**config.mk**
```make
export PLATFORM = sky130hd
export DESIGN_NAME = bsi_div
export DESIGN_NICKNAME = d
export VERILOG_FILES = /design/src/hdl/bsi_pkg.sv /design/src/hdl/bsi_div.sv
export SDC_FILE = /design/constraint.sdc
export NUM_CORES = 2
export LEC_CHECK = 0
export BUFFER_PORTS_ARGS = -buffer_cell sky130_fd_sc_hd__buf_2
export CORE_AREA = 2 2 436 438
export DETAILED_ROUTE_END_ITERATION = 16
export DIE_AREA = 0 0 438 440
export PLACE_DENSITY = 0.76
export SLEW_MARGIN = 25
export SYNTH_ARGS = -nofsm -noshare
export SYNTH_HDL_FRONTEND = slang
export SYNTH_SLANG_ARGS = --single-unit
```
**constraint.sdc**
```tcl
create_clock -name i_clk -period 4.8 [get_ports i_clk]
set_clock_uncertainty 0.15 [all_clocks]
set_input_delay 0.48 -clock i_clk [delete_from_list [all_inputs] [get_ports i_clk]]
set_output_delay 0.48 -clock i_clk [all_outputs]
set_load 0.01 [all_outputs]
```
**src/hdl/bsi_pkg.sv**
```systemverilog
// Package: widths, payload structs and stage records for the bisector intersect core.
package bsi_pkg;
    localparam int CoordWidth = 16;
    localparam int ParamFracBits = 16;
    localparam int TqWidth = ParamFracBits + 1;
    localparam int DiffWidth = CoordWidth + 1;
    localparam int ProdWidth = 2 * CoordWidth + 3;
    localparam int SumWidth = ProdWidth + 1;
    localparam int CfgIdxWidth = 2;

    localparam logic [CfgIdxWidth-1:0] RegS1x = 2'd0;
    localparam logic [CfgIdxWidth-1:0] RegS1y = 2'd1;
    localparam logic [CfgIdxWidth-1:0] RegS2x = 2'd2;
    localparam logic [CfgIdxWidth-1:0] RegS2y = 2'd3;

    typedef struct packed {
        logic signed [CoordWidth-1:0] seg_start_x;
        logic signed [CoordWidth-1:0] seg_start_y;
        logic signed [CoordWidth-1:0] seg_end_x;
        logic signed [CoordWidth-1:0] seg_end_y;
    } t_in_word;

    typedef struct packed {
        logic                         hit;
        logic signed [CoordWidth-1:0] cross_x;
        logic signed [CoordWidth-1:0] cross_y;
    } t_out_word;

    typedef struct packed {
        logic signed [CoordWidth-1:0] px;
        logic signed [CoordWidth-1:0] py;
        logic signed [DiffWidth-1:0]  dx;
        logic signed [DiffWidth-1:0]  dy;
    } t_seg_info;

    typedef struct packed {
        logic                       ok;
        logic [SumWidth-1:0]        num;
        logic [SumWidth-1:0]        den;
    } t_div_ctl;
endpackage

```
**src/hdl/bsi_div.sv**
```systemverilog
// Pipelined restoring divider producing the Q1.16 parameter, one bit per stage.
module bsi_div (
    input  logic                         i_clk,
    input  logic                         i_rst_n,
    input  logic                         i_en,
    input  logic                         i_valid,
    input  bsi_pkg::t_div_ctl            i_ctl,
    input  bsi_pkg::t_seg_info           i_seg,
    output logic                         o_valid,
    output logic                         o_ok,
    output logic [bsi_pkg::TqWidth-1:0]  o_tq,
    output bsi_pkg::t_seg_info           o_seg
);
    import bsi_pkg::*;

    localparam int Stages = TqWidth;
    localparam int RemWidth = SumWidth + 1;

    logic                r_v   [Stages];
    logic                r_ok  [Stages];
    logic [RemWidth-1:0] r_rem [Stages];
    logic [SumWidth-1:0] r_den [Stages];
    logic [TqWidth-1:0]  r_tq  [Stages];
    t_seg_info           r_seg [Stages];

    always_ff @(posedge i_clk) begin
        if (!i_rst_n) begin
            for (int i = 0; i < Stages; i++) r_v[i] <= 1'b0;
        end else if (i_en) begin
            r_v[0] <= i_valid;
            for (int i = 1; i < Stages; i++) r_v[i] <= r_v[i-1];
        end
    end

    always_ff @(posedge i_clk) begin
        logic [RemWidth-1:0] rem;
        if (i_en) begin
            rem = RemWidth'(i_ctl.num);
            r_ok[0]  <= i_ctl.ok;
            r_den[0] <= i_ctl.den;
            r_seg[0] <= i_seg;
            if (rem >= RemWidth'(i_ctl.den)) begin
                r_rem[0] <= rem - RemWidth'(i_ctl.den);
                r_tq[0]  <= TqWidth'(1);
            end else begin
                r_rem[0] <= rem;
                r_tq[0]  <= '0;
            end
            for (int i = 1; i < Stages; i++) begin
                rem = r_rem[i-1] << 1;
                r_ok[i]  <= r_ok[i-1];
                r_den[i] <= r_den[i-1];
                r_seg[i] <= r_seg[i-1];
                if (rem >= RemWidth'(r_den[i-1])) begin
                    r_rem[i] <= rem - RemWidth'(r_den[i-1]);
                    r_tq[i]  <= {r_tq[i-1][TqWidth-2:0], 1'b1};
                end else begin
                    r_rem[i] <= rem;
                    r_tq[i]  <= {r_tq[i-1][TqWidth-2:0], 1'b0};
                end
            end
        end
    end

    assign o_valid = r_v[Stages-1];
    assign o_ok    = r_ok[Stages-1];
    assign o_tq    = r_tq[Stages-1];
    assign o_seg   = r_seg[Stages-1];
endmodule

```
==> flow_results.org <==
** Final layout
- After routing the design area is 0.127 sq mm.
- Measured on the finished design, the core utilization comes to 67.3%.
- Leaving out fill and tap cells, the most frequent cell in the layout is edfxtp_1.
- From synthesis to final layout, the design area changed by 12.9%.
- Commonest cells after routing, fill and taps aside :: edfxtp_1 (2460), inv_1 (764), a21oi_1 (683)
- Number of filler cells placed in the layout :: 13054
- In the final design database the tool counted 9695 nets.
- Share of final-layout standard cells stronger than drive strength 1 :: 9.19%

** Critical path
- Along the worst path, the maximum fanout reaches 57.
- CP Capture Type :: flop
- Reg2reg setup slack :: 190 ps
- In this design, the stage delay of the slowest critical-path cell is 460 ps.
- Critical path, cell by cell :: ha_1, nand3_1, o21ai_2, a21bo_2, a311oi_1, o31a_1, o31ai_1, a21oi_1, o211ai_1, buf_12, mux2_1
- By startpoint and endpoint, the worst setup path is classified as flop to flop.
- At the worst endpoint, the arrival time is 5060 ps.
- Startpoint kind of the worst setup timing path :: flop
- Critical Path RT :: 5250 ps
- Critical path's slowest cell :: o31ai_1

** Placement
- IO Port Bufs :: 227
- Once placement finished, the instance area stood at 0.117 sq mm.
- Routability-driven placement finished with a final weighted congestion of 0.938.
- Detailed Place HPWL :: 160000 um

** Run status
- The run finished with clean final reports.

** Timing
- Based on the critical path, the design can be clocked at up to 217 MHz.
- Setup repair after global routing left no endpoint under its margin.
- Slew of the pin with the lowest slew margin :: 1050 ps
- The worst path in the final design needs a cycle of 4610 ps, including I/O delays and setup.
- Final clock period utilization by the worst path :: 96.1%
- Setup violations remaining at the end of the flow were counted as 0.
- The number of pins exceeding their max-slew limit in the final report came to 0.
- Headroom to the max-slew limit came out at 30.3%.
- The number of hold violations in the final report is 0.

** Detailed routing
- Count of antenna-violating nets left after detailed routing :: 0
- The detailed router finished its first iteration with 4103 violations.
- The routed design uses 7210 um of met3 wire.
- Dividing the detail-routed wire length by the instance count gives 20.1 um.
- Drt first pass iters :: 5
- After detailed routing, no signal wire sits above met4.
- For this block, the via count after detailed routing is 65784.
- Detailed-route vias per instance :: 5.65
- For this run, design rule violations remaining after detail routing come to 0.
- After detailed routing, the wire length on met1 is 83900 um.
- Routed Wire Length :: 234000 um
- Wire length on met2 :: 128000 um

** Logic synthesis
- Mapped Nets :: 9168
- Sequential-to-total area share from yosys stat :: 65.8%
- Summing the areas of all compound-gate instances in the mapped netlist gives 11.3% of the synthesized area.
- The share of synthesized area in the top cell type comes to 65.8%.
- Synthesized netlist cell count :: 8398
- For this run, the leading register cell type out of synthesis is edfxtp_1.
- #FFs+latches synth :: 2461
- EDFF count, synth :: 2460
- The synthesized netlist contains 102 unique library cells.
- Of all cell types, the one taking the most synthesized area is edfxtp_1.
- Mapped cell area :: 0.112 sq mm
- Area share of xor/xnor cells in the synthesized design :: 3.86%
- Dominant combinational cell family by area after synthesis :: compound AO/OA/AOI/OAI gates
- Fraction of synthesis flops using an asynchronous set or reset pin :: 0%
- Warnings, synthesis :: 0
- The synthesized netlist devotes 7.09% of its cell area to adder and majority cells.
- After synthesis, the cell types taking the most area are edfxtp_1 (66%), ha_1 (6.8%), a21oi_1 (3.1%).
- After synthesis, the mean cell area works out to 13.4 sq um.
- The portion of synthesized area spent on multiplexers is 1.65%.
- After Yosys synthesis, and, or, nand and nor cells account for 6.95% of the synthesized area.

** Global routing
- The initial antenna violation count came to 2.
- Vias in the first global route :: 68114
- Pin count of the biggest net entering global routing :: 177
- Global routing consumed, over all layers together, 24.3% of the routing resources.
- Wire length of the first global-routing pass :: 365000 um
- Overflow left after global routing :: 0

** CTS
- # clock sinks :: 2461
- The clock reaches the later pin of the worst-skew pair after 930 ps.
- TritonCTS clock tree :: done
- H-tree depth :: 4
- In this run the deepest clock path goes through 3 buffers.
- Reg clk slew, reported paths :: 80 ps
- The number of clock buffers added by TritonCTS is 239.
- In this run the clock root is driven by a clkbuf_16.

** Power and ir drop
- Ratio of total power to cell area :: 602 mW/mm^2
- Leakage dissipation :: 50.0 nW
- Maximum resistive drop on vdd :: 0.412 mV

** Hold path
- Worst Hold Class :: input port to flop

** Floorplan
- Initial core utilization :: 59.6%
- Die Ht :: 440 um
- The die covers 0.193 sq mm.
- The floorplan has 160 rows.
- Top-level port count :: 228
- Measured along the x axis, the die boundary spans 438 um.
- The core region is 0.189 sq mm.

** Flow run
- Across the run, the number of max-cap violations was 0.
## worst max-delay path, delay by kind of cell, from the launching register on
kind                     cells  cell delay, ps
multiplexers                 1             370
buffers and inverters        1             290
flip-flops                   1             430
AND/OR/NAND/NOR              1             370
AO/OA/AOI/OAI                7            2270
adder cells (fa/ha/maj)      1             410
## power by group
group | total (W) | switching (W) | internal, W | leakage, nW
sequential | 0.0307 | 0.00193 | 0.0288 | 24.1
combinational | 0.0262 | 0.0151 | 0.0111 | 22.0
clock | 0.0194 | 0.00828 | 0.0112 | 3.99
## per-stage QoR
stage	TNS (ps)	hold slack, ps	total power, W	setup WS (ps)	cells
floorplan	0	250	0.0495	1320	8398
global placement	-1340	250	0.0564	-146	11052
detailed placement	0	255	0.0568	204	11052
CTS	0	21.2	0.0766	176	11648
global route	0	60.3	0.0808	43.9	11648
finish	0	101	0.0764	190	11649
## logic make-up after synthesis
kind of cell | count (synthesis)
AOI/OAI and AO/OA | 2040
xor gates and xnor gates | 495
adders and majority gates | 627
buffers and inverters | 973
DFF | 2461
muxes | 165
and+or+nand+nor | 1637
## repair_timing
| item | 4_1_cts | 5_1_grt |
|---|---|---|
| hold buffers | 143 | 0 |
| buffers inserted | 0 | 0 |
| gates resized for setup | 0 | 2 |
| endpoints found under the hold margin | 173 | 0 |
| endpoints found under the setup margin | 0 | 24 |
## state kept, by name, summed over array words and instances, names as in the netlist
signal	flops
r_den	576
r_ok	17
r_rem	576
r_seg	1122
r_tq	153
r_v	17
## cell type report
class	count	area [sq um]	area share [%]
Multi-Input combinational cell	4964	34800	27.4
Clock inverter	184	2170	1.71
Clock buffer	269	6140	4.84
Tap cell	2511	3140	2.48
Inverter	767	2880	2.27
Antenna cell	1	2.50	0.00197
Timing Repair Buffer	492	3860	3.04
Sequential cell	2461	73900	58.3
## per-layer routing
layer / vias up / track usage [%]
met1: 31512 / 25.1
met2: 1577 / 46.9
met5: - / 0
met3: 578 / 2.86
met4: 0 / 14.3
li1: 32117 / -
## Yosys cell counts (113+ instances only)
library cell	n
xor2_1	205
clkbuf_1	144
a21oi_1	685
nor2_1	441
inv_1	764
xnor2_1	290
a21o_1	359
nand3_1	113
ha_1	611
o21ai_0	374
edfxtp_1	2460
nand2_1	504
## path summary, 6_finish.rpt
path                      start       endpoint  depth (start not counted)
setup / recovery    r_rem[1][2]    r_rem[2][3]                         11
hold / removal        i_seg[30]   r_seg[0][30]                          2
setup reg to reg    r_rem[1][2]    r_rem[2][3]                         11
hold reg to reg   r_seg[1][386]  r_seg[1][452]                          0
(Power assumes the default switching activity.)
