$ cat src/hdl/bsi_pkg.sv
// Package: widths, payload structs and stage records for the bisector intersect core.
package bsi_pkg;
    localparam int CoordWidth = 16;
    localparam int ParamFracBits = 16;
    localparam int TqWidth = ParamFracBits + 1;
    localparam int DiffWidth = CoordWidth + 1;
    localparam int ProdWidth = 2 * CoordWidth + 3;
    localparam int SumWidth = ProdWidth + 1;
    localparam int CfgIdxWidth = 2;

    localparam logic [CfgIdxWidth-1:0] RegS1x = 2'd0;
    localparam logic [CfgIdxWidth-1:0] RegS1y = 2'd1;
    localparam logic [CfgIdxWidth-1:0] RegS2x = 2'd2;
    localparam logic [CfgIdxWidth-1:0] RegS2y = 2'd3;

    typedef struct packed {
        logic signed [CoordWidth-1:0] seg_start_x;
        logic signed [CoordWidth-1:0] seg_start_y;
        logic signed [CoordWidth-1:0] seg_end_x;
        logic signed [CoordWidth-1:0] seg_end_y;
    } t_in_word;

    typedef struct packed {
        logic                         hit;
        logic signed [CoordWidth-1:0] cross_x;
        logic signed [CoordWidth-1:0] cross_y;
    } t_out_word;

    typedef struct packed {
        logic signed [CoordWidth-1:0] px;
        logic signed [CoordWidth-1:0] py;
        logic signed [DiffWidth-1:0]  dx;
        logic signed [DiffWidth-1:0]  dy;
    } t_seg_info;

    typedef struct packed {
        logic                       ok;
        logic [SumWidth-1:0]        num;
        logic [SumWidth-1:0]        den;
    } t_div_ctl;
endpackage

$ cat src/hdl/bsi_front.sv
// Front end: site differences, numerator/denominator products and sums.
module bsi_front (
    input  logic                         i_clk,
    input  logic                         i_rst_n,
    input  logic                         i_en,
    input  logic                         i_valid,
    input  bsi_pkg::t_in_word            i_word,
    input  logic signed [bsi_pkg::CoordWidth-1:0] i_s1x,
    input  logic signed [bsi_pkg::CoordWidth-1:0] i_s1y,
    input  logic signed [bsi_pkg::CoordWidth-1:0] i_s2x,
    input  logic signed [bsi_pkg::CoordWidth-1:0] i_s2y,
    output logic                         o_valid,
    output bsi_pkg::t_div_ctl            o_ctl,
    output bsi_pkg::t_seg_info           o_seg
);
    import bsi_pkg::*;

    localparam int HWidth = CoordWidth + 2;

    logic                         r_v1, r_v2, r_v3;
    t_seg_info                    r_seg1, r_seg2, r_seg3;
    logic signed [DiffWidth-1:0]  r_a, r_b;
    logic signed [HWidth-1:0]     r_hx, r_hy;
    logic signed [ProdWidth-1:0]  r_pa, r_pb, r_pc, r_pd;
    t_div_ctl                     n_ctl;
    t_div_ctl                     r_ctl;
    logic signed [SumWidth-1:0]   w_num, w_den;

    always_ff @(posedge i_clk) begin
        if (!i_rst_n) begin
            r_v1 <= 1'b0;
            r_v2 <= 1'b0;
            r_v3 <= 1'b0;
        end else if (i_en) begin
            r_v1 <= i_valid;
            r_v2 <= r_v1;
            r_v3 <= r_v2;
        end
    end

    always_ff @(posedge i_clk) begin
        if (i_en) begin
            r_seg1.px <= i_word.seg_start_x;
            r_seg1.py <= i_word.seg_start_y;
            r_seg1.dx <= DiffWidth'(i_word.seg_end_x) - DiffWidth'(i_word.seg_start_x);
            r_seg1.dy <= DiffWidth'(i_word.seg_end_y) - DiffWidth'(i_word.seg_start_y);
            r_a  <= DiffWidth'(i_s2x) - DiffWidth'(i_s1x);
            r_b  <= DiffWidth'(i_s2y) - DiffWidth'(i_s1y);
            r_hx <= (HWidth'(i_word.seg_start_x) <<< 1) - HWidth'(i_s1x) - HWidth'(i_s2x);
            r_hy <= (HWidth'(i_word.seg_start_y) <<< 1) - HWidth'(i_s1y) - HWidth'(i_s2y);
            r_seg2 <= r_seg1;
            r_pa <= ProdWidth'(r_a * r_hx);
            r_pb <= ProdWidth'(r_b * r_hy);
            r_pc <= ProdWidth'(r_a * r_seg1.dx);
            r_pd <= ProdWidth'(r_b * r_seg1.dy);
            r_seg3 <= r_seg2;
            r_ctl  <= n_ctl;
        end
    end

    always_comb begin
        w_num = -(SumWidth'(r_pa) + SumWidth'(r_pb));
        w_den = (SumWidth'(r_pc) + SumWidth'(r_pd)) <<< 1;
        n_ctl.ok  = 1'b0;
        n_ctl.num = '0;
        n_ctl.den = '0;
        if (w_den != '0) begin
            if (w_den < 0) begin
                n_ctl.num = SumWidth'(-w_num);
                n_ctl.den = SumWidth'(-w_den);
            end else begin
                n_ctl.num = w_num;
                n_ctl.den = w_den;
            end
            n_ctl.ok = !n_ctl.num[SumWidth-1] && (n_ctl.num <= n_ctl.den);
        end
    end

    assign o_valid = r_v3;
    assign o_ctl   = r_ctl;
    assign o_seg   = r_seg3;
endmodule

$ cat config.mk
export PLATFORM = sky130hd
export DESIGN_NAME = bsi_front
export DESIGN_NICKNAME = d
export VERILOG_FILES = /design/src/hdl/bsi_pkg.sv /design/src/hdl/bsi_front.sv
export SDC_FILE = /design/constraint.sdc
export NUM_CORES = 2
export LEC_CHECK = 0
export CAP_MARGIN = 20
export CORE_ASPECT_RATIO = 0.6
export CORE_UTILIZATION = 30
export DETAILED_ROUTE_END_ITERATION = 8
export DONT_BUFFER_PORTS = 1
export GPL_TIMING_DRIVEN = 0
export PLACE_DENSITY = 0.43
export SLEW_MARGIN = 40
export SYNTH_ARGS = -nofsm -noshare
export SYNTH_HDL_FRONTEND = slang
export SYNTH_SLANG_ARGS = --single-unit
export TNS_END_PERCENT = 30
$ cat constraint.sdc
create_clock -name i_clk -period 18.2 [get_ports i_clk]
set_clock_uncertainty 0.15 [all_clocks]
set_input_delay 1.82 -clock i_clk [delete_from_list [all_inputs] [get_ports i_clk]]
set_output_delay 1.82 -clock i_clk [all_outputs]
set_load 0.1 [all_outputs]
==> flow_summary.ini <==
[worst_setup_path]
worstPathRequired_ns = 18.51
endpoint_kind = flop
cp-startpoint = r_hx[10]$_DFFE_PP_
r2r_start = r_hx[10]$_DFFE_PP_
crit_slowest_cell = clkbuf_1
path_cells = clkbuf_1, nand2_1, fa_1, inv_1, fa_1, inv_1, fa_1, fa_1, inv_1, fa_1, fa_1, ha_1, a21o_1, a21o_1, a211oi_1, nor2_1, o41a_1, a221o_1, o41ai_1, o21ai_0, a31oi_1, nand2b_1, a21oi_1, xnor2_1
crit_fanout = 10
critical_path_class = reg2reg
crit_top_cell = fa_1
rr_worst_depth = 24
critPathArrivalTime_ns = 9.28
r2r-end = r_pa[31]$_DFFE_PP_
slowest_delay_ns = 0.77
cp-start-kind = flop
ff2ff_setup_slack_ns = 9.23

[clocking]
cts-root-buf = clkbuf_16
cts_hold_buffers = 0
cts_resized = 0
clock_path_buffers = 3
htreeDepth = 2
post_cts_buffers = 0
cts_tree = done
insertion_delay_ns = 0.70
cts_inserted_buffers = 57
cts_sinks = 481
cts.clk_slew.worst_paths_ns = 0.07

[route]
vias = 50227
dr.first_iter.drc_count = 4090
drc = 0
routed_wl_um = 249000
wire_per_inst_um = 23.7
detail-route-antenna-nets = 0
drtPass1Iterations = 8
routed_via_density = 4.77

[sta]
tightestPinTransition_ns = 0.980
fin_crit_ns = 8.97
setup_viol = 0
maxSlewHeadroom = 0.341
setup_tns_ns = 0
report.final.slew_viol_count = 0
rsz0062_at_grt = false
hold_viol = 0
fmax_mhz = 111
timing.final.crit_share = 0.493

[layout]
final_layout_size_suffix_gt1_frac = 0.0460
area_growth_pct = 11.9
fin_nets = 9312
fill_cells = 24294

[yosys]
ys_async_sr_fraction = 0
synthTopCellsByArea = fa_1 (35%), edfxtp_1 (20%), ha_1 (11%), inv_1 (8.3%), and2_1 (4.6%)
synthDistinctLibCells = 87
synth_top_area_frac = 0.351
synth_seq_area_share = 0.202
synthFlopType = edfxtp_1
yosys_warnings = 0
syn_avg_cell_area_sq_um = 9.97
synth_edf_count = 478
syn_area_sq_mm = 0.0714
synth_most_common_cell = inv_1
synth.top_cells.by_count = inv_1 (1577), fa_1 (1252), nand2_1 (748), ha_1 (612), and2_1 (526)
ys_ff_latch = 481
syn_inst = 7159
yosysTopAreaCell = fa_1
syn_nets = 9155

[grt]
grt_max_degree = 482
grt_use_met2 = 0.268
use_met1 = 0.326
antenna_found_initial = 42
grt.total_usage = 0.209
gr-max-usage-layer = met1
met3_usage = 0.0756
grt_pass1_wl_um = 363000
grt_pass1_vias = 51939
gr-total-overflow = 0

[flow_run]
max_cap_violations = 0

[floorplanning]
dieArea_sq_mm = 0.240
die_w_um = 632
fp.dieH_um = 380
core_area_sq_mm = 0.236
std_cell_rows = 138
ios = 272
initial_utilization = 0.302

[status]
status = finished, final reports clean

[min_path]
hold_class = reg2reg
hold_depth = 0
min_to = o_seg[22]$_DFFE_PP_
min-delay-start = r_seg2[22]$_DFFE_PP_

[place]
io_buffers = 0
gp_congestion = 0.973
dp_hpwl_um = 211000
## metrics by stage
stage	setup WS (ns)	util	instance area (sq um)	instances	hold WS, ns
final	9.23	0.338	79800	10519	0.259
after global routing	8.89	0.338	79800	10505	0.268
after CTS	9.34	0.336	79400	10490	0.255
after detailed placement	9.37	0.329	77600	10393	0.255
after global placement	8.77	0.319	75300	10309	0.250
after floorplan	11.15	-	71400	7159	0.250
## layer usage
| layer | vias up | part of all wire |
|---|---|---|
| li1 | 22574 | - |
| met1 | 25748 | 0.50 |
| met2 | 1735 | 0.37 |
| met3 | 168 | 0.11 |
| met4 | 2 | 0.022 |
| met5 | - | 0.000040 |
## sequential cells by signal, summed over array words and instances, names as in the netlist
signal	count
o_ctl	72
o_seg	66
r_seg1	66
r_seg2	66
r_pa	35
r_pb	35
r_pc	34
r_pd	34
r_hx	18
r_hy	18
r_a	17
r_b	17
o_valid	1
r_v1	1
r_v2	1
## kinds of logic (layout without fill, tap and decap cells)
group | count (synthesis) | in the layout | share of synthesized area
adder cells (fa/ha/maj) | 1864 | 1864 | 0.459
AND/OR/NAND/NOR | 1854 | 1854 | 0.128
buffers and inverters | 1827 | 2022 | 0.0963
AO/OA/AOI/OAI | 782 | 782 | 0.0719
flip-flops | 481 | 481 | 0.202
XOR/XNOR | 340 | 340 | 0.0417
multiplexers | 10 | 10 | 0.00142
other | 1 | 16 | 0.0000525
## worst max path at each step
stage	slack, ns	depth (start not counted)	to
final	9.23	24	r_pa[31]$_DFFE_PP_
after global placement	8.77	22	r_pb[34]$_DFFE_PP_
after detailed placement	9.37	25	r_pc[32]$_DFFE_PP_
after floorplan	11.15	24	r_pa[31]$_DFFE_PP_
after global routing	8.89	24	r_pa[31]$_DFFE_PP_
after CTS	9.34	25	r_pc[32]$_DFFE_PP_
## area by class of cell
| cell class | count | area, sq um | area share |
|---|---|---|---|
| well taps | 3150 | 3940 | 0.0494 |
| repair buffers | 98 | 2460 | 0.0309 |
| clock buffers | 60 | 1440 | 0.0180 |
| multi-input cells | 4851 | 50200 | 0.629 |
| flip-flops and latches | 481 | 14400 | 0.181 |
| plain buffers | 248 | 1070 | 0.0134 |
| clock inverters | 37 | 312 | 0.00390 |
| diodes | 15 | 37.5 | 0.000470 |
| inverters | 1579 | 5930 | 0.0742 |
## placed cells by master (no fill, tap or decap), types with 20 or more instances in the layout
cell / count
nand3_1: 45
and2_1: 526
buf_16: 74
nand2b_1: 74
clkbuf_16: 66
nand2_1: 748
edfxtp_1: 478
a211oi_1: 27
a21oi_1: 226
o21bai_1: 43
clkbuf_1: 147
a21boi_0: 31
nor2b_1: 34
clkbuf_2: 99
and3_1: 25
xor2_1: 93
nand4_1: 31
fa_1: 1247
o21a_1: 42
nor4_1: 20
nor3_1: 58
inv_1: 1577
nor2_1: 223
xnor2_1: 238
ha_1: 612
a31oi_1: 20
o21ai_0: 143
a21o_1: 98
## critical path: cells and delay by family (launching register included)
kind                       cells  cell delay (ns)
xor gates and xnor gates       1             0.09
DFF                            1             0.73
adders and majority gates      7             3.45
AOI/OAI and AO/OA              9             2.96
and+or+nand+nor                3             0.40
buffers and inverters          4             0.95
Power is not shown: default switching activity piles up to over one toggle a cycle in this logic, so the estimate is an artifact.
