$ cat src/hdl/bsi_pkg.sv
// Package: widths, payload structs and stage records for the bisector intersect core.
package bsi_pkg;
    localparam int CoordWidth = 16;
    localparam int ParamFracBits = 16;
    localparam int TqWidth = ParamFracBits + 1;
    localparam int DiffWidth = CoordWidth + 1;
    localparam int ProdWidth = 2 * CoordWidth + 3;
    localparam int SumWidth = ProdWidth + 1;
    localparam int CfgIdxWidth = 2;

    localparam logic [CfgIdxWidth-1:0] RegS1x = 2'd0;
    localparam logic [CfgIdxWidth-1:0] RegS1y = 2'd1;
    localparam logic [CfgIdxWidth-1:0] RegS2x = 2'd2;
    localparam logic [CfgIdxWidth-1:0] RegS2y = 2'd3;

    typedef struct packed {
        logic signed [CoordWidth-1:0] seg_start_x;
        logic signed [CoordWidth-1:0] seg_start_y;
        logic signed [CoordWidth-1:0] seg_end_x;
        logic signed [CoordWidth-1:0] seg_end_y;
    } t_in_word;

    typedef struct packed {
        logic                         hit;
        logic signed [CoordWidth-1:0] cross_x;
        logic signed [CoordWidth-1:0] cross_y;
    } t_out_word;

    typedef struct packed {
        logic signed [CoordWidth-1:0] px;
        logic signed [CoordWidth-1:0] py;
        logic signed [DiffWidth-1:0]  dx;
        logic signed [DiffWidth-1:0]  dy;
    } t_seg_info;

    typedef struct packed {
        logic                       ok;
        logic [SumWidth-1:0]        num;
        logic [SumWidth-1:0]        den;
    } t_div_ctl;
endpackage

$ cat src/hdl/bsi_back.sv
// Back end: scale the direction by t and add to the start point.
module bsi_back (
    input  logic                         i_clk,
    input  logic                         i_rst_n,
    input  logic                         i_en,
    input  logic                         i_valid,
    input  logic                         i_ok,
    input  logic [bsi_pkg::TqWidth-1:0]  i_tq,
    input  bsi_pkg::t_seg_info           i_seg,
    output logic                         o_valid,
    output bsi_pkg::t_out_word           o_word
);
    import bsi_pkg::*;

    localparam int MulWidth = TqWidth + DiffWidth + 1;

    logic                         r_v1, r_v2;
    logic                         r_ok;
    logic signed [CoordWidth-1:0] r_px, r_py;
    logic signed [MulWidth-1:0]   r_mx, r_my;
    t_out_word                    r_word;
    logic signed [MulWidth-1:0]   w_sx, w_sy;

    always_ff @(posedge i_clk) begin
        if (!i_rst_n) begin
            r_v1 <= 1'b0;
            r_v2 <= 1'b0;
        end else if (i_en) begin
            r_v1 <= i_valid;
            r_v2 <= r_v1;
        end
    end

    assign w_sx = r_mx >>> ParamFracBits;
    assign w_sy = r_my >>> ParamFracBits;

    always_ff @(posedge i_clk) begin
        if (i_en) begin
            r_ok <= i_ok;
            r_px <= i_seg.px;
            r_py <= i_seg.py;
            r_mx <= MulWidth'($signed({1'b0, i_tq}) * i_seg.dx);
            r_my <= MulWidth'($signed({1'b0, i_tq}) * i_seg.dy);
            r_word.hit     <= r_ok;
            r_word.cross_x <= r_ok ? CoordWidth'(r_px + CoordWidth'(w_sx)) : '0;
            r_word.cross_y <= r_ok ? CoordWidth'(r_py + CoordWidth'(w_sy)) : '0;
        end
    end

    assign o_valid = r_v2;
    assign o_word  = r_word;
endmodule

$ cat config.mk
export PLATFORM = sky130hd
export DESIGN_NAME = bsi_back
export DESIGN_NICKNAME = d
export VERILOG_FILES = /design/src/hdl/bsi_pkg.sv /design/src/hdl/bsi_back.sv
export SDC_FILE = /design/constraint.sdc
export NUM_CORES = 1
export LEC_CHECK = 0
export BUFFER_PORTS_ARGS = -buffer_cell sky130_fd_sc_hd__clkbuf_2
export CAP_MARGIN = 20
export CORE_MARGIN = 3
export CORE_UTILIZATION = 47
export DETAILED_ROUTE_END_ITERATION = 8
export GPL_TIMING_DRIVEN = 0
export HOLD_SLACK_MARGIN = 0.15
export SLEW_MARGIN = 25
export SYNTH_ARGS = -nofsm -noshare
export SYNTH_HDL_FRONTEND = slang
export SYNTH_SLANG_ARGS = --single-unit
$ cat constraint.sdc
create_clock -name i_clk -period 9.3 [get_ports i_clk]
set_input_delay 0.93 -clock i_clk [delete_from_list [all_inputs] [get_ports i_clk]]
set_output_delay 0.93 -clock i_clk [all_outputs]
set_load 0.05 [all_outputs]
==> results of run 1 <==
placed cells by master (no fill, tap or decap), drive strengths merged, types with 3 or more instances in the layout:
master,instances
a221oi,3
nand3,11
o21a,7
ha,242
clkinv,3
nand2,286
a21oi,47
or3,4
mux2i,5
or2,3
o21bai,5
nor3,13
nor2,45
a21o,16
a31oi,5
o2111ai,3
o211ai,6
inv,538
edfxtp,98
and3,3
o21ai,28
and2,293
nor2b,10
buf,3
xnor2,35
nand4,6
clkbuf,215
nand2b,24
fa,448
o31a,4
xor2,20
a211oi,13
cells by family after synthesis:
group / Yosys count / synth area share (%)
AO/OA/AOI/OAI: 159 / 4.80
XOR/XNOR: 55 / 2.14
adder cells (fa/ha/maj): 690 / 53.2
buffers and inverters: 626 / 10.4
flip-flops: 100 / 13.2
multiplexers: 6 / 0.272
AND/OR/NAND/NOR: 707 / 15.9
per-stage QoR:
stage | area [sq um] | cells | total power [mW] | utilization, %
after floorplan | 22500 | 2343 | 6.90 | -
after global placement | 23900 | 3069 | 8.83 | 50.9
after detailed placement | 23900 | 3070 | 9.02 | 51.0
after CTS | 24300 | 3086 | 9.51 | 51.7
after global routing | 24300 | 3086 | 10.5 | 51.7
final | 24300 | 3086 | 9.33 | 51.7
final cells by class:
class	count	area (sq um)	area share (%)
plain buffers	89	334	1.38
clock buffers	9	225	0.929
clock inverters	7	98.8	0.408
inverters	537	2020	8.31
multi-input cells	1617	17200	70.9
flip-flops and latches	100	2980	12.3
well taps	607	759	3.13
repair buffers	120	632	2.61
layer usage:
layer | global-route usage, % | share of wire, %
met1 | 34.8 | 43
met2 | 42.4 | 49
met4 | 6.23 | 2.8
met5 | 0 | 0
met3 | 2.72 | 5.3
worst max-delay path, stage by stage:
cell and delay [ns]:
clkbuf_2 0.31, clkbuf_1 0.64, and2_1 0.26, fa_1 0.42, inv_1 0.09, fa_1 0.49
fa_1 0.54, inv_1 0.05, fa_1 0.48, fa_1 0.49, inv_1 0.05, fa_1 0.48
inv_1 0.05, ha_1 0.30, nand4_1 0.13, a211oi_1 0.07, a211oi_2 0.56, o221ai_2 0.29
a211oi_2 0.34, o21bai_1 0.11, xor2_1 0.31
flip-flops by register name, summed over array words and instances, names as in the netlist:
signal / count
r_ok: 1
r_px: 16
r_v1: 1
o_word: 33
r_py: 16
r_my: 16
r_mx: 16
o_valid: 1
power groups by stage:
| stage | combinational (mW) | clock, mW | sequential (mW) |
|---|---|---|---|
| after global routing | 8.97 | 0.440 | 1.07 |
| after global placement | 7.76 | 0 | 1.08 |
| after CTS | 8.03 | 0.420 | 1.06 |
| after detailed placement | 7.95 | 0 | 1.07 |
| after floorplan | 5.69 | 0 | 1.22 |
| final | 7.87 | 0.407 | 1.06 |
worst min path at each step:
stage | startpoint | to | slack (ns) | depth (start not counted)
after floorplan | r_v1 | r_v1 | 0.48 | 2
after global placement | o_valid | o_valid | 0.50 | 2
after detailed placement | o_valid | o_valid | 0.51 | 2
after CTS | o_valid | o_valid | 0.53 | 2
after global routing | o_valid | o_valid | 0.56 | 2
final | o_valid | o_valid | 0.52 | 2
==> impl_metrics.toml, run 1 <==
[min_path]
hold_path.class = "reg -> reg"

[critical_path]
startpoint = "i_tq[8]"
critPathMaxFanout = 10
setup.worst_path.end = "r_mx[30]"
r2r-end = "o_word[30]"
worst_setup_path_start_kind = "primary input"
endpoint_kind = "flip-flop"
critical_path_required_ns = 9.44
cp.arrival_ns = 7.40
worstReg2RegStart = "r_mx[16]"
worst-setup-path-type = "in -> reg"
r2r_slack_ns = 6.29
rr_worst_depth = 10

[pwr]
power_density_nw_per_um2 = 385
power_switching_mw = 4.84
ir_drop_mv = 0.483
seq_power_share_pct = 11.4
swShare_pct = 51.8
combPwrFrac_pct = 84.3
p_leak_nw = 12.2
p_int_mw = 4.50
power_frac_clock_pct = 4.4

[floorplanning]
coreArea_sq_um = 47000
fp-row-count = 79
die_width_microns = 225
dieArea_sq_um = 50600
pin_count = 122
die_h_microns = 225
start_util_pct = 48.0

[finish]
num_antenna_cells = 0
area_growth_pct = 7.61
drive_above_1_share_pct = 5.93
fin_nets = 3252
n_fill_cell = 4340

[cts]
cts_num_sinks = 100
htree_levels = 3
cts_tree = "built"
ctsHoldBuffers = 0
cts-resized-gates = 0
numCtsBuffers = 9
clock_latency_ns = 0.36
post_cts_buffers = 0
clockBufferDepth = 2
clkTransAtPathRegs_ns = 0.06
root_buffer = "clkbuf_16"

[sta]
fmax_ghz = 0.138
setup_ws_ns = 2.03
finalCritPeriodShare_pct = 78.1
clock_skew_ns = 0.00683
fin_hold_ws_ns = 0.522
tightest_slew_ns = 0.868
drv_slew = 0
setup_viol = 0
finalSetupTns_ns = 0
min_period_ns = 7.27
finalHoldViolations = 0
slew_headroom_pct = 42.2
rsz0062_at_grt = "no"

[routing]
drt-total-wl_mm = 60.2
avgViaCountPerCell = 5.23
final_antenna_net_count = 0
dr_total_vias = 16151
dr.pass1.iters = 5
drc = 0
drt_iter0_markers = 964
wire_per_inst_microns = 19.5

[place]
port_buffers = 119
pre_cts_ws_ns = 1.74
gp_congestion = 0.929
place_hpwl_mm = 51.1

[logic_synthesis]
synth.avg_cell_area_sq_um = 9.62
synth_fp_nets = 3121
synth_top_area_share_pct = 39.8
ys_types = 65
synth-edff-count = 98
yosysTopAreaCell = "fa_1"
async_flop_share_pct = 0
ys_seq_elements = 100
dominantRegCellSynth = "edfxtp_1"
ys_top_cells_by_area = "fa_1, ha_1, edfxtp_1, inv_1, and2_1"
ys_seq_area_share_pct = 13.2
yosys-top-cells-count = "inv_1, fa_1, and2_1, nand2_1, ha_1"
yosys_warnings = 0
netlist_instances = 2343
synth_area_sq_um = 22500
synth_most_common_cell = "inv_1"

[outcome]
outcome = "complete, no violations"

[global_route]
grt_overflow = 0
grt_pass1_vias = 17682
grt_usage_pct = 25.1
antenna_found_initial = 1
grt_max_degree = 87
grt_pass1_wl_mm = 97.4

[flow_run]
cap_viol_max_count = 0
No activity file was read; power rests on OpenSTA's default activity.
==> inputs of run 2 (changes only) <==
- ABC_AREA: default -> 1
- clock period: 9.3 -> 7.31 ns (I/O delays scaled with it)
==> impl_metrics.toml, run 2 <==
[routing]
avgViaCountPerCell = 5.11
final_antenna_net_count = 0
drt-total-wl_mm = 74.2
dr.pass1.iters = 5
wire_per_inst_microns = 18.4
drt_iter0_markers = 1534
dr_total_vias = 20611
drc = 0

[finish]
largest_reg_flops = 33
drive_above_1_share_pct = 3.67
area_growth_pct = 6.29
final_cell_mix = "inv_1, nand2_1, fa_1"
num_antenna_cells = 0
final_common_cell = "inv_1"
fin_nets = 4129
fin_util_pct = 51.1

[logic_synthesis]
ys_seq_area_share_pct = 12.0
synth_most_common_cell = "inv_1"
ys_top_cells_by_area = "fa_1, inv_1, nand2_1, ha_1, edfxtp_1"
async_flop_share_pct = 0
synth_top_area_share_pct = 35.9
synth_area_sq_um = 25000
synth.avg_cell_area_sq_um = 7.64
ys_seq_elements = 100
synth_fp_nets = 4045
netlist_instances = 3267
yosys_warnings = 0
ys_types = 39
synth-edff-count = 98
yosys-top-cells-count = "inv_1, nand2_1, fa_1, ha_1, nor2_1"
yosysTopAreaCell = "fa_1"
dominantRegCellSynth = "edfxtp_1"

[cts]
clkTransAtPathRegs_ns = 0.06
root_buffer = "clkbuf_16"
clockBufferDepth = 2
htree_levels = 3
cts-resized-gates = 0
ctsHoldBuffers = 0
post_cts_buffers = 0
cts_tree = "built"
clock_latency_ns = 0.36
cts_num_sinks = 100
numCtsBuffers = 9

[place]
port_buffers = 72
gp_congestion = 0.951
place_hpwl_mm = 62.0

[critical_path]
worstReg2RegStart = "r_mx[16]"
critPathMaxFanout = 10
cp.arrival_ns = 6.71
critical_path_required_ns = 7.42
rr_worst_depth = 13
worst_setup_path_start_kind = "primary input"
r2r_slack_ns = 5.15
worst-setup-path-type = "in -> reg"
r2r-end = "o_word[24]"
endpoint_kind = "flip-flop"

[flow_run]
cap_viol_max_count = 0

[outcome]
outcome = "complete, no violations"

[sta]
min_period_ns = 6.60
clock_skew_ns = 0.00988
finalHoldViolations = 0
rsz0062_at_grt = "no"
drv_slew = 0
fmax_ghz = 0.152
finalSetupTns_ns = 0
slew_headroom_pct = 26.3
tightest_slew_ns = 1.11
finalCritPeriodShare_pct = 90.2
setup_viol = 0

[floorplanning]
die_width_microns = 236
dieArea_sq_um = 55900
fp-row-count = 83
pin_count = 122
die_h_microns = 236
coreArea_sq_um = 51900
start_util_pct = 48.1

[global_route]
antenna_found_initial = 0
grt_max_degree = 76
grt_pass1_wl_mm = 118
grtUsageMet1_pct = 37.4
top_usage_layer = "met2"
grt_usage_pct = 27.2
use_met2_pct = 44.2
grt_pass1_vias = 21554
grt_overflow = 0
grt_use_met3_pct = 5.19

[min_path]
worstHoldEndpoint = "o_valid"
hold_path.class = "reg -> reg"
hold_start = "r_v1"
min_path_cells = 2
-- run 2: changes by cell type after synthesis, sizes merged, moves of 24 or more --
cell	change
xnor2	-29
clkbuf	+37
inv	+430
nand2	+629
and2	-289
a21oi	+59
nand3	+65
nand2b	-24
o21ai	+32
nor2	+91
-- run 2: routing by layer --
layer / routed length (microns) / up-vias
met2: 33500 / 781
met4: 2160 / 0
met1: 32100 / 10131
met5: 0 / -
li1: - / 9584
met3: 6450 / 115
-- run 2: how the worst max path moves through the flow --
stage | from | to | slack [ns] | cells past startpoint
6_report | i_tq[8] | r_my[29] | 0.71 | 23
5_1_grt | i_tq[8] | r_my[29] | 0.34 | 23
4_1_cts | i_tq[8] | r_my[29] | 0.80 | 23
3_5_place_dp | i_tq[8] | r_my[29] | 0.42 | 23
3_3_place_gp | i_tq[8] | r_my[29] | 0.44 | 23
2_1_floorplan | i_seg[25] | r_mx[21] | 1.57 | 24
-- run 2: critical path: stages --
cell and delay, ns:
clkbuf_1 0.47, clkbuf_1 0.84, nand2_1 0.10, inv_1 0.11, fa_1 0.41, inv_1 0.08, fa_1 0.45, fa_1 0.53
inv_1 0.06, fa_1 0.49, fa_1 0.49, inv_1 0.05, fa_1 0.47, inv_1 0.04, ha_1 0.33, a21oi_1 0.26
o21ai_0 0.21, nand2_1 0.13, nand2_1 0.08, a21oi_1 0.18, nand2_1 0.07, nand2_1 0.06, nand2_1 0.06
-- run 2: layout make-up --
type	count	area (sq um)
fill	5158	25400
multi-input combinational	2065	17800
inverter	968	3630
sequential	100	2980
tap	680	851
buffer	134	522
timing repair buffer	73	397
clock buffer	12	246
clock inverter	4	75.1
-- run 2: stage by stage --
| stage | hold slack (ns) | worst slack [ns] | cells | area, sq um |
|---|---|---|---|---|
| final | 0.520 | 0.714 | 4036 | 26500 |
| after global routing | 0.525 | 0.341 | 4036 | 26500 |
| after CTS | 0.520 | 0.805 | 4036 | 26500 |
| after floorplan | 0.448 | 1.57 | 3267 | 25000 |
| after global placement | 0.462 | 0.442 | 4019 | 26200 |
| after detailed placement | 0.513 | 0.423 | 4020 | 26200 |
-- run 2: cell families (layout without fill, tap and decap cells) --
family | Yosys count | count (layout) | share of synthesized area [%]
AOI/OAI and AO/OA | 189 | 189 | 4.02
adders and majority gates | 690 | 690 | 48.1
and+or+nand+nor | 1169 | 1169 | 18.7
buffers and inverters | 1102 | 1191 | 16.6
xor gates and xnor gates | 17 | 17 | 0.597
DFF | 100 | 100 | 12.0
Power of run 2 is not shown: default switching activity piles up to over one toggle a cycle in this logic, so the estimate is an artifact.
==> inputs of run 3 (changes only) <==
- CORE_UTILIZATION: 47 -> 55
- CTS_CLUSTER_SIZE: default -> 28
- PLACE_DENSITY: default -> 0.73
==> impl_metrics.toml, run 3 (synthesis gave the netlist of run 2 again) <==
[outcome]
outcome = "complete, no violations"

[sta]
finalHoldViolations = 0
finalSetupTns_ns = 0
rsz0062_at_grt = "no"
clock_skew_ns = 0.00841
slew_headroom_pct = 33.2
finalCritPeriodShare_pct = 90.9
min_period_ns = 6.64
fmax_ghz = 0.151
tightest_slew_ns = 1.00
setup_viol = 0
drv_slew = 0

[critical_path]
crit_family = "adder cells"
cpMaxStageDelayCell = "clkbuf_1"
critical_path_required_ns = 7.39
cp_num_buf_inv = 7
endpoint_kind = "flip-flop"
critPathMaxFanout = 10
path_cells = "clkbuf_1 > clkbuf_1 > nand2_1 > inv_1 > fa_1 > inv_1 > fa_1 > fa_1 > inv_1 > fa_1 > fa_1 > inv_1 > fa_1 > inv_1 > ha_1 > nand2_1 > nor2_1 > and2_1 > nand2_1 > nand2_1 > nand2_1 > nand3_1 > nand2_1"
worst_setup_path_start_kind = "primary input"
max_stage_delay_ns = 0.81
r2r_slack_ns = 5.18
worst-setup-path-type = "in -> reg"
cp.arrival_ns = 6.72

[place]
place_hpwl_mm = 56.2
place_area_sq_um = 26100
port_buffers = 72
gp_congestion = 0.968

[global_route]
antenna_found_initial = 2
grt_pass1_vias = 20328
grt_pass1_wl_mm = 107
grt_usage_pct = 28.9
grt_overflow = 0
grt_max_degree = 73

[flow_run]
cap_viol_max_count = 0

[routing]
avgViaCountPerCell = 5.20
met2_length_mm = 28.4
drt_iter0_markers = 1796
dr.pass1.iters = 5
final_antenna_net_count = 0
drt-met1-wl_mm = 28.4
top_layer = "met4"
wl_met3_mm = 7.50
drt-total-wl_mm = 66.2
wire_per_inst_microns = 16.8
dr_total_vias = 20540
drc = 0

[cts]
root_buffer = "clkbuf_16"
clkTransAtPathRegs_ns = 0.06
numCtsBuffers = 9
post_cts_buffers = 0
htree_levels = 3
clock_latency_ns = 0.36
cts_tree = "built"
clockBufferDepth = 2
cts-resized-gates = 0
ctsHoldBuffers = 0
cts_num_sinks = 100

[floorplanning]
die_width_microns = 219
die_h_microns = 219
pin_count = 122
start_util_pct = 56.1
dieArea_sq_um = 48000
coreArea_sq_um = 44500
fp-row-count = 77

[finish]
largest_reg_flops = 33
final_cell_mix = "inv_1, nand2_1, fa_1"
finalInstanceArea_sq_um = 26400
fin_nets = 4129
n_fill_cell = 4195
drive_above_1_share_pct = 3.61
area_growth_pct = 5.79
final_common_cell = "inv_1"

[min_path]
hold_path.class = "reg -> reg"
run 3: cell types whose count changed in the layout (fill, tap and decap cells not counted):
cell,change
clkbuf_1,-1
clkbuf_2,-1
clkinv_1,+1
clkbuf_8,-1
diode_2,+1
run 3: final timing paths:
| check | startpoint | to | cells past startpoint |
|---|---|---|---|
| hold / removal | r_v1 | o_valid | 2 |
| setup reg to reg | r_px[0] | o_word[24] | 13 |
| hold reg to reg | r_v1 | o_valid | 2 |
| setup / recovery | i_tq[8] | r_mx[31] | 23 |
run 3: worst reg2reg max path: cells and delay by family, from the launching register on:
family / cells / cell delay [ns]
simple gates: 7 / 0.56
fa+ha+maj: 2 / 0.53
flops: 1 / 0.34
compound gates: 1 / 0.23
buf+inv: 3 / 0.23
run 3: metal layers:
metal	up-vias	GRT usage, %
met5	-	0
met4	0	8.36
met3	119	7.09
met2	992	43.2
met1	9856	42.0
li1	9573	-
run 3: layout make-up:
class	instances	area [sq um]	share of cell area (%)
Antenna cell	1	2.50	0.00948
Buffer	134	520	1.97
Clock buffer	9	225	0.853
Clock inverter	5	78.8	0.299
Inverter	968	3630	13.8
Multi-Input combinational cell	2065	17800	67.5
Sequential cell	100	2980	11.3
Tap cell	592	741	2.81
Timing Repair Buffer	73	397	1.50
run 3: through the flow:
step / setup slack [ns] / std cells / util, % / hold slack (ns)
after global placement: 0.515 / 3931 / 58.5 / 0.462
after global routing: 0.390 / 3947 / 59.3 / 0.526
after floorplan: 1.57 / 3267 / - / 0.448
final: 0.668 / 3947 / 59.3 / 0.487
after CTS: 0.875 / 3946 / 59.3 / 0.497
after detailed placement: 0.492 / 3932 / 58.6 / 0.482
Power of run 3 is left out for the same reason.
